`config.mk`:
```
export PLATFORM = sky130hd
export DESIGN_NAME = ctg_ctrl
export DESIGN_NICKNAME = d
export VERILOG_FILES = /design/src/design/ctg_pkg.sv /design/src/design/ctg_ctrl.sv
export SDC_FILE = /design/constraint.sdc
export NUM_CORES = 1
export LEC_CHECK = 0
export BUFFER_PORTS_ARGS = -buffer_cell sky130_fd_sc_hd__buf_4
export CORE_MARGIN = 2
export CORE_UTILIZATION = 51
export DETAILED_ROUTE_END_ITERATION = 10
export GPL_TIMING_DRIVEN = 0
export PLACE_DENSITY = 0.86
export SLEW_MARGIN = 10
export SYNTH_ARGS = -nofsm -noshare
export SYNTH_HDL_FRONTEND = slang
export SYNTH_SLANG_ARGS = --single-unit
```
`constraint.sdc`:
```
create_clock -name clk -period 1.5 [get_ports clk]
set_input_delay 0.3 -clock clk [delete_from_list [all_inputs] [get_ports clk]]
set_output_delay 0.3 -clock clk [all_outputs]
set_load 0.005 [all_outputs]
```
`src/design/ctg_pkg.sv`:
```
// Shared types, constants and codes of the awareness send trigger.
package ctg_pkg;

  localparam int TIME_BITS           = 32;
  localparam int ANGLE_FRACTION_BITS = 60;
  localparam int FB                  = ANGLE_FRACTION_BITS;
  localparam int RAD_SHIFT           = 93 - FB;
  localparam int TRIG_TERMS          = 16;

  localparam logic [63:0]  FONE      = 64'd1 << FB;
  localparam logic [127:0] PI_126    = 128'hC90FDAA22168C234C4C6628B80DC1CD1;
  localparam logic [127:0] RAD_Q     = PI_126 / 128'd1800000000;
  localparam logic [63:0]  RAD_SCALE = RAD_Q[96:33];
  localparam logic [63:0]  ANG_THR   = (64'd2 << FB) / 64'd6378137;

  localparam logic [33:0] DEG360 = 34'd3600000000;
  localparam logic [33:0] DEG180 = 34'd1800000000;
  localparam logic [33:0] DEG90  = 34'd900000000;

  localparam logic [11:0] HEADING_MAX = 12'd3600;
  localparam logic [13:0] SPEED_NA    = 14'd16383;
  localparam logic [7:0]  COUNT_MAX   = 8'd255;

  localparam logic [15:0] RATE_MAX_RST   = 16'd1000;
  localparam logic [7:0]  RATE_COUNT_RST = 8'd3;
  localparam logic [11:0] HEADING_RST    = 12'd40;
  localparam logic [13:0] SPEED_RST      = 14'd50;
  localparam logic [15:0] LOW_FREQ_RST   = 16'd500;

  localparam logic [2:0] REG_STATION_ID_VALID = 3'd0;
  localparam logic [2:0] REG_RATE_MAX_MS      = 3'd1;
  localparam logic [2:0] REG_RATE_COUNT_MAX   = 3'd2;
  localparam logic [2:0] REG_HEADING_DELTA    = 3'd3;
  localparam logic [2:0] REG_SPEED_DELTA      = 3'd4;
  localparam logic [2:0] REG_LOW_FREQ_IVL     = 3'd5;

  typedef enum logic [2:0] {
    CAUSE_NONE, CAUSE_FIRST, CAUSE_HEADING, CAUSE_SPEED,
    CAUSE_POSITION, CAUSE_PERIODIC, CAUSE_NO_ID
  } ctg_cause_t;

  typedef enum logic [2:0] {
    JOB_DLAT, JOB_DLON, JOB_COS1, JOB_COS2, JOB_THR
  } ctg_job_t;

  typedef enum logic [3:0] {
    OP_NOP, OP_CAPTURE, OP_ANGLE, OP_MUL_START, OP_X_LOAD, OP_X2_LOAD,
    OP_DIV_START, OP_TERM_ACC, OP_TRIG_STORE, OP_H_LOAD, OP_T_LOAD,
    OP_H_ADD, OP_FAR, OP_COMMIT
  } ctg_op_t;

  typedef enum logic [2:0] {
    MS_RAD, MS_X2, MS_TERM, MS_C1C2, MS_TJ, MS_II, MS_SS
  } ctg_msel_t;

  typedef struct packed {
    logic        station_id_valid;
    logic [15:0] rate_max_ms;
    logic [7:0]  rate_count_max;
    logic [11:0] heading_delta;
    logic [13:0] speed_delta;
    logic [15:0] low_freq_interval_ms;
  } ctg_cfg_t;

  typedef struct packed {
    ctg_op_t   op;
    ctg_msel_t msel;
    ctg_job_t  job;
    logic      odd;
  } ctg_cmd_t;

  typedef struct packed {
    logic mul_done;
    logic div_done;
    logic need_pos;
  } ctg_status_t;

  typedef struct packed {
    logic       send;
    logic       low_freq;
    ctg_cause_t cause;
  } ctg_result_t;

endpackage

```
`src/design/ctg_ctrl.sv`:
```
// Controller: sequences the trigger tests, the series evaluations and the final products.
module ctg_ctrl (
  input  logic                 clk,
  input  logic                 rst_n,
  input  logic                 in_valid,
  input  logic                 out_busy,
  input  ctg_pkg::ctg_status_t status,
  output logic                 in_stall,
  output ctg_pkg::ctg_cmd_t    cmd,
  output logic                 deliver
);

  typedef enum logic [3:0] {
    S_IDLE, S_CHECK, S_ANGLE, S_RADMUL, S_RADWAIT, S_XLOAD, S_X2MUL, S_X2WAIT,
    S_TMUL, S_TMWAIT, S_DIVWAIT, S_TSTORE, S_PMUL, S_PWAIT, S_FINISH
  } state_t;

  typedef enum logic [2:0] {
    P_II, P_C1C2, P_TJ, P_HB, P_THR
  } pstep_t;

  localparam logic [3:0] ITER_LAST = 4'(ctg_pkg::TRIG_TERMS - 1);

  state_t            state_r, state_nxt;
  ctg_pkg::ctg_job_t job_r, job_nxt;
  logic [3:0]        iter_r, iter_nxt;
  pstep_t            pstep_r, pstep_nxt;

  always_comb begin
    state_nxt = state_r;
    job_nxt   = job_r;
    iter_nxt  = iter_r;
    pstep_nxt = pstep_r;
    cmd.op    = ctg_pkg::OP_NOP;
    cmd.msel  = ctg_pkg::MS_RAD;
    cmd.job   = job_r;
    cmd.odd   = iter_r[0];
    deliver   = 1'b0;
    case (state_r)
      S_IDLE: begin
        if (in_valid) begin
          cmd.op    = ctg_pkg::OP_CAPTURE;
          state_nxt = S_CHECK;
        end
      end
      S_CHECK: begin
        if (status.need_pos) begin
          job_nxt   = ctg_pkg::JOB_DLAT;
          state_nxt = S_ANGLE;
        end else begin
          state_nxt = S_FINISH;
        end
      end
      S_ANGLE: begin
        cmd.op    = ctg_pkg::OP_ANGLE;
        state_nxt = (job_r == ctg_pkg::JOB_THR) ? S_XLOAD : S_RADMUL;
      end
      S_RADMUL: begin
        cmd.op    = ctg_pkg::OP_MUL_START;
        state_nxt = S_RADWAIT;
      end
      S_RADWAIT: begin
        if (status.mul_done) begin
          state_nxt = S_XLOAD;
        end
      end
      S_XLOAD: begin
        cmd.op    = ctg_pkg::OP_X_LOAD;
        state_nxt = S_X2MUL;
      end
      S_X2MUL: begin
        cmd.op    = ctg_pkg::OP_MUL_START;
        cmd.msel  = ctg_pkg::MS_X2;
        state_nxt = S_X2WAIT;
      end
      S_X2WAIT: begin
        if (status.mul_done) begin
          cmd.op    = ctg_pkg::OP_X2_LOAD;
          iter_nxt  = 4'd0;
          state_nxt = S_TMUL;
        end
      end
      S_TMUL: begin
        cmd.op    = ctg_pkg::OP_MUL_START;
        cmd.msel  = ctg_pkg::MS_TERM;
        state_nxt = S_TMWAIT;
      end
      S_TMWAIT: begin
        if (status.mul_done) begin
          cmd.op    = ctg_pkg::OP_DIV_START;
          state_nxt = S_DIVWAIT;
        end
      end
      S_DIVWAIT: begin
        if (status.div_done) begin
          cmd.op = ctg_pkg::OP_TERM_ACC;
          if (iter_r == ITER_LAST) begin
            state_nxt = S_TSTORE;
          end else begin
            iter_nxt  = iter_r + 4'd1;
            state_nxt = S_TMUL;
          end
        end
      end
      S_TSTORE: begin
        cmd.op = ctg_pkg::OP_TRIG_STORE;
        if (job_r == ctg_pkg::JOB_THR) begin
          pstep_nxt = P_II;
          state_nxt = S_PMUL;
        end else begin
          job_nxt   = ctg_pkg::ctg_job_t'(job_r + 3'd1);
          state_nxt = S_ANGLE;
        end
      end
      S_PMUL: begin
        cmd.op = ctg_pkg::OP_MUL_START;
        case (pstep_r)
          P_II:    cmd.msel = ctg_pkg::MS_II;
          P_C1C2:  cmd.msel = ctg_pkg::MS_C1C2;
          P_THR:   cmd.msel = ctg_pkg::MS_SS;
          default: cmd.msel = ctg_pkg::MS_TJ;
        endcase
        state_nxt = S_PWAIT;
      end
      S_PWAIT: begin
        if (status.mul_done) begin
          case (pstep_r)
            P_II:    cmd.op = ctg_pkg::OP_H_LOAD;
            P_HB:    cmd.op = ctg_pkg::OP_H_ADD;
            P_THR:   cmd.op = ctg_pkg::OP_FAR;
            default: cmd.op = ctg_pkg::OP_T_LOAD;
          endcase
          if (pstep_r == P_THR) begin
            state_nxt = S_FINISH;
          end else begin
            pstep_nxt = pstep_t'(pstep_r + 3'd1);
            state_nxt = S_PMUL;
          end
        end
      end
      S_FINISH: begin
        if (!out_busy) begin
          cmd.op    = ctg_pkg::OP_COMMIT;
          deliver   = 1'b1;
          state_nxt = S_IDLE;
        end
      end
      default: state_nxt = S_IDLE;
    endcase
  end

  always_ff @(posedge clk) begin
    if (!rst_n) begin
      state_r <= S_IDLE;
      job_r   <= ctg_pkg::JOB_DLAT;
      iter_r  <= 4'd0;
      pstep_r <= P_II;
    end else begin
      state_r <= state_nxt;
      job_r   <= job_nxt;
      iter_r  <= iter_nxt;
      pstep_r <= pstep_nxt;
    end
  end

  assign in_stall = (state_r != S_IDLE);

endmodule

```
==> reports/qor.yml, run 1 <==
global_route:
  grt_first_pass_wirelength_um: 7148
  antenna_found_initial: 0
  grt_pass1_vias: 1502
  globalRouteTotalUtil: 0.3362
  grt_max_degree: 11
  grt-ovfl-total: 0
clock_tree:
  cts_root_buf: "clkbuf_4"
  clock_latency_ns: 0.30
  cts.path.max_buffers: 2
  path_clk_slew_ns: 0.10
  tritoncts: "done"
  hold_buffers: 0
  cts_htree_levels: 1
  clock-sinks: 14
  cts_buffers: 3
routing:
  vias: 1833
  drt-total-wl_um: 6349
  post_drt_wl_per_cell_um: 23.96
  drc_errors: 0
  viasPerCell: 6.917
  drt_iter0_markers: 124
  drt_first_pass_iters: 8
  postRouteAntennaNets: 0
floorplan:
  std_cell_rows: 18
  core-area_mm2: 0.002455
  fp.dieArea_mm2: 0.003011
  die_y_um: 54.88
  ios: 20
  die_x_um: 54.88
  initial_utilization: 0.5377
setup_path:
  worstSetupStartpointType: "register"
  r2r_setup_slack_ns: -0.18
  critical_path_peak_fanout: 8
  crit_top_cell: "o21ai_1"
  worstPathArrival_ns: 1.77
  slowest_stage: "dfxtp_2"
  worst_ep_required_time_ns: 1.20
  startpoint: "state_r[3]"
  worstPathCellList: "buf_6 -> and2_4 -> a221oi_2 -> a21oi_1 -> o21ai_1 -> o21ai_1 -> buf_4"
  endpoint_kind: "output port"
  cpPeakStageDelay_ns: 0.35
  r2r-start: "state_r[0]"
  worstSetupPathType: "reg2out"
  crit_end: "cmd[7]"
  rr_worst_depth: 8
  regToRegEndpoint: "iter_r[0]"
worst_hold_path:
  hold_class: "in2reg"
  holdPathStages: 3
timing:
  hold_ws_ns: 0.3083
  slew-limit-headroom: 0.6443
  slew_viol_final: 0
  min_period_ns: 2.074
  setup_viol: 20
  rsz0062_at_grt: "true"
  finalHoldViolations: 0
  layout_setup_ws_ns: -0.5740
  timing.fmax_mhz: 482.2
  fin_crit_sh: 1.383
  tightest_slew_ns: 0.5280
  clock_skew_ns: 0.0005836
  setup_tns_ns: -4.363
status:
  violations: "negative setup slack"
  status: "finished, violations left"
synthesis:
  synth_fp_nets: 193
  synthFlopType: "dfxtp_1"
  synth_edf_count: 0
  async_flop_share: 0
  yosysUniqueCellTypes: 47
  ys_seq_area_frac: 0.2123
  synthesis.area_mm2: 0.001320
  synth.avg_cell_area_um2: 7.416
  yosys_register_bits: 14
  synth_warnings: 0
  syn_inst: 178
cells_and_area:
  final_area_mm2: 0.002220
  synthToLayoutAreaGrowth_pct: 68.15
  diodes: 0
  nNetsFinal: 251
  layout_common_cells: "buf_4 (46), buf_6 (16), nand2_1 (15)"
  layout-drive-gt1-share: 0.5617
  fill_cells: 88
  layout_commonest_cell: "buf_4"
placed_design:
  gp_congestion: 0.9282
  hpwl_um: 2644
  dpl_cell_area_mm2: 0.001500
  numPortBuffers: 19
pwr:
  p_leak_nw: 0.8859
  power.density_mw_per_mm2: 1450
  peakVddDrop_mv: 1.437
flow_run:
  maxCapViolCount: 0
## cell type report
cell class,count,area (µm²),share of cell area
buffer,11,130.1,0.05862
clock buffer,4,36.28,0.01635
inverter,9,56.30,0.02537
multi-input combinational,141,1182,0.5327
sequential,14,307.8,0.1387
tap,30,37.54,0.01691
timing repair buffer,56,469.2,0.2114
## cells in the mapped netlist (2+ instances only)
master,number,area share
nand2_1,22,0.063
a21oi_1,15,0.057
dfxtp_1,14,0.21
nand3_1,13,0.049
nor2_1,13,0.037
o21ai_0,12,0.045
ha_1,8,0.076
inv_1,8,0.023
buf_2,5,0.019
buf_4,5,0.028
mux2i_1,5,0.038
nor2b_1,5,0.024
nor3_1,4,0.015
and2_1,3,0.014
buf_6,3,0.026
xor2_1,3,0.020
a21boi_1,2,0.011
a31oi_1,2,0.0095
a32oi_1,2,0.013
and3_1,2,0.0095
and4b_1,2,0.015
nand3b_1,2,0.011
o21a_1,2,0.011
o21ai_1,2,0.0076
o311ai_0,2,0.013
## logic make-up after synthesis
kind of cell    Yosys count  synth area share
compound gates           53            0.2749
mux                       5           0.03792
fa+ha+maj                 9           0.08436
flops                    14            0.2123
xor+xnor                  4           0.02655
simple gates             70            0.2626
buf+inv                  23            0.1014
## stage by stage
stage / total power [W] / setup WS [ns] / std cells / util
2_1_floorplan: 0.001347 / 0.001067 / 178 / -
3_3_place_gp: 0.001677 / -0.2585 / 227 / 0.6111
3_5_place_dp: 0.001721 / -0.3159 / 227 / 0.6111
4_1_cts: 0.002434 / -0.3870 / 247 / 0.7829
5_1_grt: 0.003312 / -0.6732 / 265 / 0.9042
6_report: 0.003218 / -0.5740 / 265 / 0.9042
## critical path: cells and delay by family, from the launching register on
family,cells,cell delay [ns]
AND/OR/NAND/NOR,1,0.17
AO/OA/AOI/OAI,4,0.67
buffers and inverters,2,0.28
flip-flops,1,0.35
## timing repair
action,in CTS,in global routing
pin swaps,24,20
hold endpoints to repair,0,0
endpoints found under the setup margin,15,21
buffers inserted,18,20
resized for setup,85,41
## sequential cells by signal (all words and copies together) (netlist names)
name     count
job_r        3
pstep_r      3
state_r      4
iter_r       4
## how the worst min path moves through the flow
stage | from | to
after floorplan | pstep_r[1] | pstep_r[1]
after global placement | pstep_r[1] | pstep_r[1]
after detailed placement | pstep_r[1] | pstep_r[1]
after CTS | rst_n | state_r[2]
after global routing | rst_n | state_r[2]
final | rst_n | state_r[2]
## report_power, final
group | total [W] | switching, W | internal [W]
Sequential | 0.000512 | 0.0000794 | 0.000433
Combinational | 0.00240 | 0.00124 | 0.00116
Clock | 0.000305 | 0.000156 | 0.000148
Total | 0.00322 | 0.00148 | 0.00174
## routing by layer
metal,track usage,part of all wire,vias up
met1,0.4046,0.35,838
li1,-,-,748
met5,0,0,-
met3,0.05464,0.12,51
met2,0.5774,0.47,196
met4,0.1542,0.056,0
No activity file was read; power rests on OpenSTA's default activity.
==> run 2: changes to the inputs <==
--- a/config.mk
+++ b/config.mk
@@ -6,6 +6,7 @@
 export NUM_CORES = 1
 export LEC_CHECK = 0
 export BUFFER_PORTS_ARGS = -buffer_cell sky130_fd_sc_hd__buf_4
+export CORE_ASPECT_RATIO = 0.8
 export CORE_MARGIN = 2
 export CORE_UTILIZATION = 51
 export DETAILED_ROUTE_END_ITERATION = 10
==> reports/qor.yml, run 2 (same netlist as run 1, synthesis figures left out) <==
global_route:
  globalRouteTotalUtil: 0.3056  # was 0.3362
  grt_pass1_vias: 1409  # was 1502
  grt_first_pass_wirelength_um: 6879  # was 7148 µm
  grtUsageMet3: 0.06824  # was 0.05464
  grt_busiest_layer: "met2"  # unchanged
  grt-ovfl-total: 0  # unchanged
  use_met1: 0.4137  # was 0.4046
  met2_usage: 0.4785  # was 0.5774
  grt_max_degree: 11  # unchanged
  antenna_found_initial: 0  # unchanged
cells_and_area:
  fill_cells: 117  # was 88
  layout_common_cells: "buf_4 (49), nand2_1 (15), nor2_1 (10), nand3_1 (10), a21oi_1 (10)"  # was buf_4 (46), buf_6 (16), nand2_1 (15)
  diodes: 0  # unchanged
  synthToLayoutAreaGrowth_pct: 61.61  # was 68.15%
  nNetsFinal: 250  # was 251
  layout-drive-gt1-share: 0.5342  # was 0.5617
  top_regs: "iter_r (4), state_r (4)"  # unchanged
  layout_commonest_cell: "buf_4"  # unchanged
clock_tree:
  cts.path.max_buffers: 2  # unchanged
  cts_htree_levels: 1  # unchanged
  clock_latency_ns: 0.31  # was 0.30 ns
  clock-sinks: 14  # unchanged
  tritoncts: "done"  # unchanged
  cts_root_buf: "clkbuf_4"  # unchanged
  path_clk_slew_ns: 0.10  # about the same
  cts_buffers: 3  # unchanged
timing:
  min_period_ns: 2.048  # was 2.074 ns
  finalHoldViolations: 0  # unchanged
  fin_crit_sh: 1.365  # was 1.383
  tightest_slew_ns: 0.4603  # was 0.5280 ns
  timing.fmax_mhz: 488.4  # was 482.2 MHz
  slew-limit-headroom: 0.6899  # was 0.6443
  clock_skew_ns: 0.005612  # was 0.0005836 ns
  slew_viol_final: 0  # unchanged
  layout_setup_ws_ns: -0.5475  # was -0.5740 ns
  setup_viol: 16  # was 20
  rsz0062_at_grt: "true"  # unchanged
placed_design:
  gp_congestion: 0.9351  # was 0.9282
  hpwl_um: 2706  # was 2644 µm
  numPortBuffers: 19  # unchanged
  pre_cts_ws_ns: -0.2812  # was -0.3159 ns
setup_path:
  worstSetupPathType: "reg2out"  # unchanged
  endpoint_kind: "output port"  # unchanged
  worstSetupStartpointType: "register"  # unchanged
  worstPathArrival_ns: 1.75  # was 1.77 ns
  worst_ep_required_time_ns: 1.20  # about the same
  critical_path_peak_fanout: 3  # was 8
routing:
  viasPerCell: 6.789  # was 6.917
  vias: 1833  # unchanged
  drc_errors: 0  # unchanged
  drt_first_pass_iters: 6  # was 8
  post_drt_wl_per_cell_um: 22.03  # was 23.96 µm
  postRouteAntennaNets: 0  # unchanged
  drt_iter0_markers: 410  # was 124
  drt-total-wl_um: 5948  # was 6349 µm
pwr:
  p_leak_nw: 0.8452  # was 0.8859 nW
  peakVddDrop_mv: 0.7074  # was 1.437 mV
  power.density_mw_per_mm2: 1422  # was 1450 mW/mm²
  finalPower_w: 0.003033  # was 0.003218 W
flow_run:
  maxCapViolCount: 0  # unchanged
floorplan:
  std_cell_rows: 16  # was 18
  die_y_um: 49.51  # was 54.88 µm
  die_x_um: 60.88  # was 54.88 µm
  fp.dieArea_mm2: 0.003014  # was 0.003011 mm²
  ios: 20  # unchanged
  initial_utilization: 0.5361  # was 0.5377
  core-area_mm2: 0.002462  # was 0.002455 mm²
worst_hold_path:
  hold_class: "in2reg"  # unchanged
status:
  status: "finished, violations left"  # unchanged
  violations: "negative setup slack"  # unchanged
[run 2: cell count changes in the layout (fill, tap and decap cells not counted), moves of 2 or more]
| cell | before | now |
|---|---|---|
| o311ai_1 | 0 | 2 |
| buf_4 | 46 | 49 |
| buf_8 | 2 | 6 |
| nand2_4 | 2 | 0 |
| buf_12 | 2 | 0 |
| nand2_2 | 4 | 6 |
| buf_6 | 16 | 9 |
[run 2: repair_timing]
item                       CTS  global route
hold endpoints to repair     0             0
setup endpoints to repair   16            23
hold buffers                 0             0
setup buffers               14            21
gates resized for setup     57            49
cloned                       0             0
pin swaps                   13            15
[run 2: final timing paths]
kind / start / end / slack [ns] / depth (start not counted)
worst max-delay path: pstep_r[2] / cmd[7] / -0.55 / 8
worst min-delay path: rst_n / state_r[2] / 0.30 / 3
worst max register to register: state_r[3] / state_r[3] / -0.14 / 8
worst min register to register: iter_r[1] / iter_r[1] / 0.50 / 2
[run 2: layout make-up]
class                           count  area [µm²]  share of cell area
Tap cell                           36       45.04             0.02111
Buffer                             12       142.6             0.06686
Timing Repair Buffer               54       425.4              0.1994
Multi-Input combinational cell    141        1127              0.5284
Inverter                            9       50.05             0.02346
Sequential cell                    14       306.5              0.1437
Clock buffer                        4       36.28             0.01701
[run 2: power breakdown]
part | switching, W | total [W] | internal, W | leakage [nW]
clock | 0.000156 | 0.000305 | 0.000149 | 0.0210
sequential | 0.0000810 | 0.000508 | 0.000427 | 0.119
combinational | 0.00116 | 0.00222 | 0.00106 | 0.705
total | 0.00139 | 0.00303 | 0.00164 | 0.845
[run 2: stage by stage]
stage	TNS (ns)	cells	hold slack (ns)	utilization	instance area (µm²)
detailed placement	-1.375	233	0.4862	0.6123	1508
global route	-5.056	270	0.3159	0.8664	2133
finish	-4.105	270	0.3044	0.8664	2133
floorplan	0	178	0.4475	-	1320
CTS	-2.388	249	0.2940	0.7246	1784
global placement	-0.8829	233	0.4572	0.6123	1508
[run 2: metal layers]
metal  vias to the layer above  part of all wire
met1                       857              0.39
li1                        748                 -
met4                         0             0.073
met2                       163              0.43
met5                         -                 0
met3                        65              0.11
[run 2: critical path: stages (launching register included)]
cell and delay, ns:
dfxtp_2 0.34, buf_6 0.11, inv_1 0.10, ha_4 0.20, a21oi_2 0.11, o21ai_1 0.07, a31oi_1 0.28, o21ai_1 0.10
buf_4 0.14
==> run 3: changes to the inputs <==
==> constraint.sdc (replaced) <==
create_clock -name clk -period 1.5 [get_ports clk]
set_input_delay 0.3 -clock clk [delete_from_list [all_inputs] [get_ports clk]]
set_output_delay 0.3 -clock clk [all_outputs]
set_load 0.05 [all_outputs]
==> reports/qor.yml, run 3 (same netlist as run 1, synthesis figures left out) <==
setup_path:
  critical_path_peak_fanout: 10  # was 3
  worstSetupStartpointType: "register"  # unchanged
  cpPeakStageDelay_ns: 0.38  # was 0.34 ns
  slowest_stage: "dfxtp_2"  # unchanged
  crit_top_cell: "buf_6"  # was o21ai_1
  worstSetupPathType: "reg2out"  # unchanged
  crit_buf_inv: 3  # unchanged
  cp_top_family: "buffers and inverters"  # was compound AO/OA/AOI/OAI gates
  worstPathArrival_ns: 1.85  # was 1.75 ns
  worstPathCellList: "buf_8 -> buf_6 -> nand3_1 -> a21oi_2 -> nor2_1 -> o21ai_4 -> buf_6"  # was buf_6 -> inv_1 -> ha_4 -> a21oi_2 -> o21ai_1 -> a31oi_1 -> o21ai_1 -> buf_4
  worst_ep_required_time_ns: 1.20  # about the same
  endpoint_kind: "output port"  # unchanged
routing:
  drt_first_pass_iters: 7  # was 6
  postRouteAntennaNets: 0  # unchanged
  viasPerCell: 7.325  # was 6.789
  vias: 1963  # was 1833
  drt_iter0_markers: 317  # was 410
  drc_errors: 0  # unchanged
  post_drt_wl_per_cell_um: 27.37  # was 22.03 µm
  drt-total-wl_um: 7335  # was 5948 µm
placed_design:
  numPortBuffers: 19  # unchanged
  gp_congestion: 0.9524  # was 0.9351
  hpwl_um: 2815  # was 2706 µm
  dpl_cell_area_mm2: 0.001733  # was 0.001508 mm²
timing:
  clock_skew_ns: 0.01575  # was 0.005612 ns
  layout_setup_ws_ns: -0.6457  # was -0.5475 ns
  fin_crit_sh: 1.430  # was 1.365
  timing.fmax_mhz: 466.0  # was 488.4 MHz
  rsz0062_at_grt: "true"  # unchanged
  setup_viol: 20  # was 16
  slew-limit-headroom: 0.6822  # was 0.6899
  slew_viol_final: 0  # unchanged
  min_period_ns: 2.146  # was 2.048 ns
  finalHoldViolations: 0  # unchanged
  tightest_slew_ns: 0.4767  # was 0.4603 ns
cells_and_area:
  layout_common_cells: "buf_4 (35), buf_6 (20), nand2_1 (15)"  # was buf_4 (49), nand2_1 (15), nor2_1 (10), nand3_1 (10), a21oi_1 (10)
  synthToLayoutAreaGrowth_pct: 76.30  # was 61.61%
  multi_input_area_mm2: 0.001280  # was 0.001127 mm²
  diodes: 0  # unchanged
  nNetsFinal: 248  # was 250
  layout_commonest_cell: "buf_4"  # unchanged
  seqCellArea_um2: 306.5  # unchanged
  fill_cells: 70  # was 117
  layout-drive-gt1-share: 0.5948  # was 0.5342
  top_regs: "iter_r (4), state_r (4)"  # unchanged
  final_area_mm2: 0.002327  # was 0.002133 mm²
  fin_util: 0.9451  # was 0.8664
worst_hold_path:
  hold_class: "in2reg"  # unchanged
floorplan:
  std_cell_rows: 16  # unchanged
  die_x_um: 60.88  # unchanged
  ios: 20  # unchanged
  die_y_um: 49.51  # unchanged
  core-area_mm2: 0.002462  # unchanged
  fp.dieArea_mm2: 0.003014  # unchanged
  initial_utilization: 0.5361  # unchanged
pwr:
  power.density_mw_per_mm2: 1679  # was 1422 mW/mm²
  p_leak_nw: 0.8839  # was 0.8452 nW
  finalPower_w: 0.003907  # was 0.003033 W
  peakVddDrop_mv: 1.110  # was 0.7074 mV
clock_tree:
  clock_latency_ns: 0.30  # was 0.31 ns
  clock-sinks: 14  # unchanged
  cts.path.max_buffers: 2  # unchanged
  hold_buffers: 0  # unchanged
  cts_buffers: 3  # unchanged
  cts_htree_levels: 1  # unchanged
  tritoncts: "done"  # unchanged
  cts_root_buf: "clkbuf_4"  # unchanged
  path_clk_slew_ns: 0.09  # was 0.10 ns
global_route:
  use_met1: 0.4598  # was 0.4137
  grt_first_pass_wirelength_um: 8480  # was 6879 µm
  globalRouteTotalUtil: 0.3871  # was 0.3056
  met2_usage: 0.6057  # was 0.4785
  grt-ovfl-total: 0  # unchanged
  grt_busiest_layer: "met2"  # unchanged
  grtUsageMet3: 0.1129  # was 0.06824
  grt_max_degree: 11  # unchanged
  grt_pass1_vias: 1660  # was 1409
  antenna_found_initial: 0  # unchanged
status:
  status: "finished, violations left"  # unchanged
  violations: "negative setup slack"  # unchanged
flow_run:
  maxCapViolCount: 0  # unchanged
run 3: cell count changes in the layout (fill, tap and decap cells not counted), moves of 3 or more:
cell     before  now
nand2_2       6    3
buf_4        49   35
o21ai_1       8    4
dfxtp_2       3    6
o21ai_2       1    5
nand2_4       0    3
buf_6         9   20
run 3: cell type report:
class,count,share of cell area
sequential,14,0.1317
buffer,14,0.07151
tap,36,0.01935
multi-input combinational,141,0.5500
inverter,9,0.02258
timing repair buffer,50,0.1935
clock buffer,4,0.01129
run 3: timing repair:
action / in CTS / in global routing
hold endpoints to repair: 0 / 0
cloned: 0 / 1
endpoints found under the setup margin: 17 / 22
pin swaps: 19 / 19
buffers inserted: 18 / 13
resized for setup: 53 / 35
run 3: metrics by stage:
step / TNS (ns) / worst slack, ns / instances / hold WS [ns]
6_report: -5.877 / -0.6457 / 268 / 0.3510
5_1_grt: -7.270 / -0.8661 / 268 / 0.3783
4_1_cts: -2.741 / -0.4746 / 255 / 0.2978
3_5_place_dp: -1.215 / -0.3991 / 233 / 0.4662
3_3_place_gp: -1.123 / -0.3955 / 233 / 0.4566
2_1_floorplan: -0.6154 / -0.1921 / 178 / 0.4438
run 3: layer usage:
metal / part of all wire / routed length [µm]
met5: 0 / 0
met4: 0.090 / 659
met3: 0.14 / 1021
met2: 0.42 / 3098
met1: 0.35 / 2556
run 3: final timing paths:
| path | start | to | slack (ns) | depth (start not counted) |
|---|---|---|---|---|
| max | state_r[0] | cmd[8] | -0.65 | 7 |
| min | rst_n | state_r[0] | 0.35 | 3 |
| max reg2reg | state_r[3] | state_r[2] | -0.36 | 9 |
| min reg2reg | iter_r[1] | iter_r[1] | 0.50 | 2 |
run 3: report_power, final:
group	total [W]	leakage, nW	internal (W)	switching [W]
Combinational	0.00318	0.749	0.00130	0.00188
Clock	0.000249	0.0150	0.000104	0.000145
Sequential	0.000477	0.120	0.000421	0.0000565
Total	0.00391	0.884	0.00182	0.00208
run 3: worst register-to-register path, delay by kind of cell (launching register included):
family          cells  cell delay [ns]
buf+inv             4             0.54
simple gates        1             0.37
flops               1             0.35
compound gates      3             0.30
mux                 1             0.21
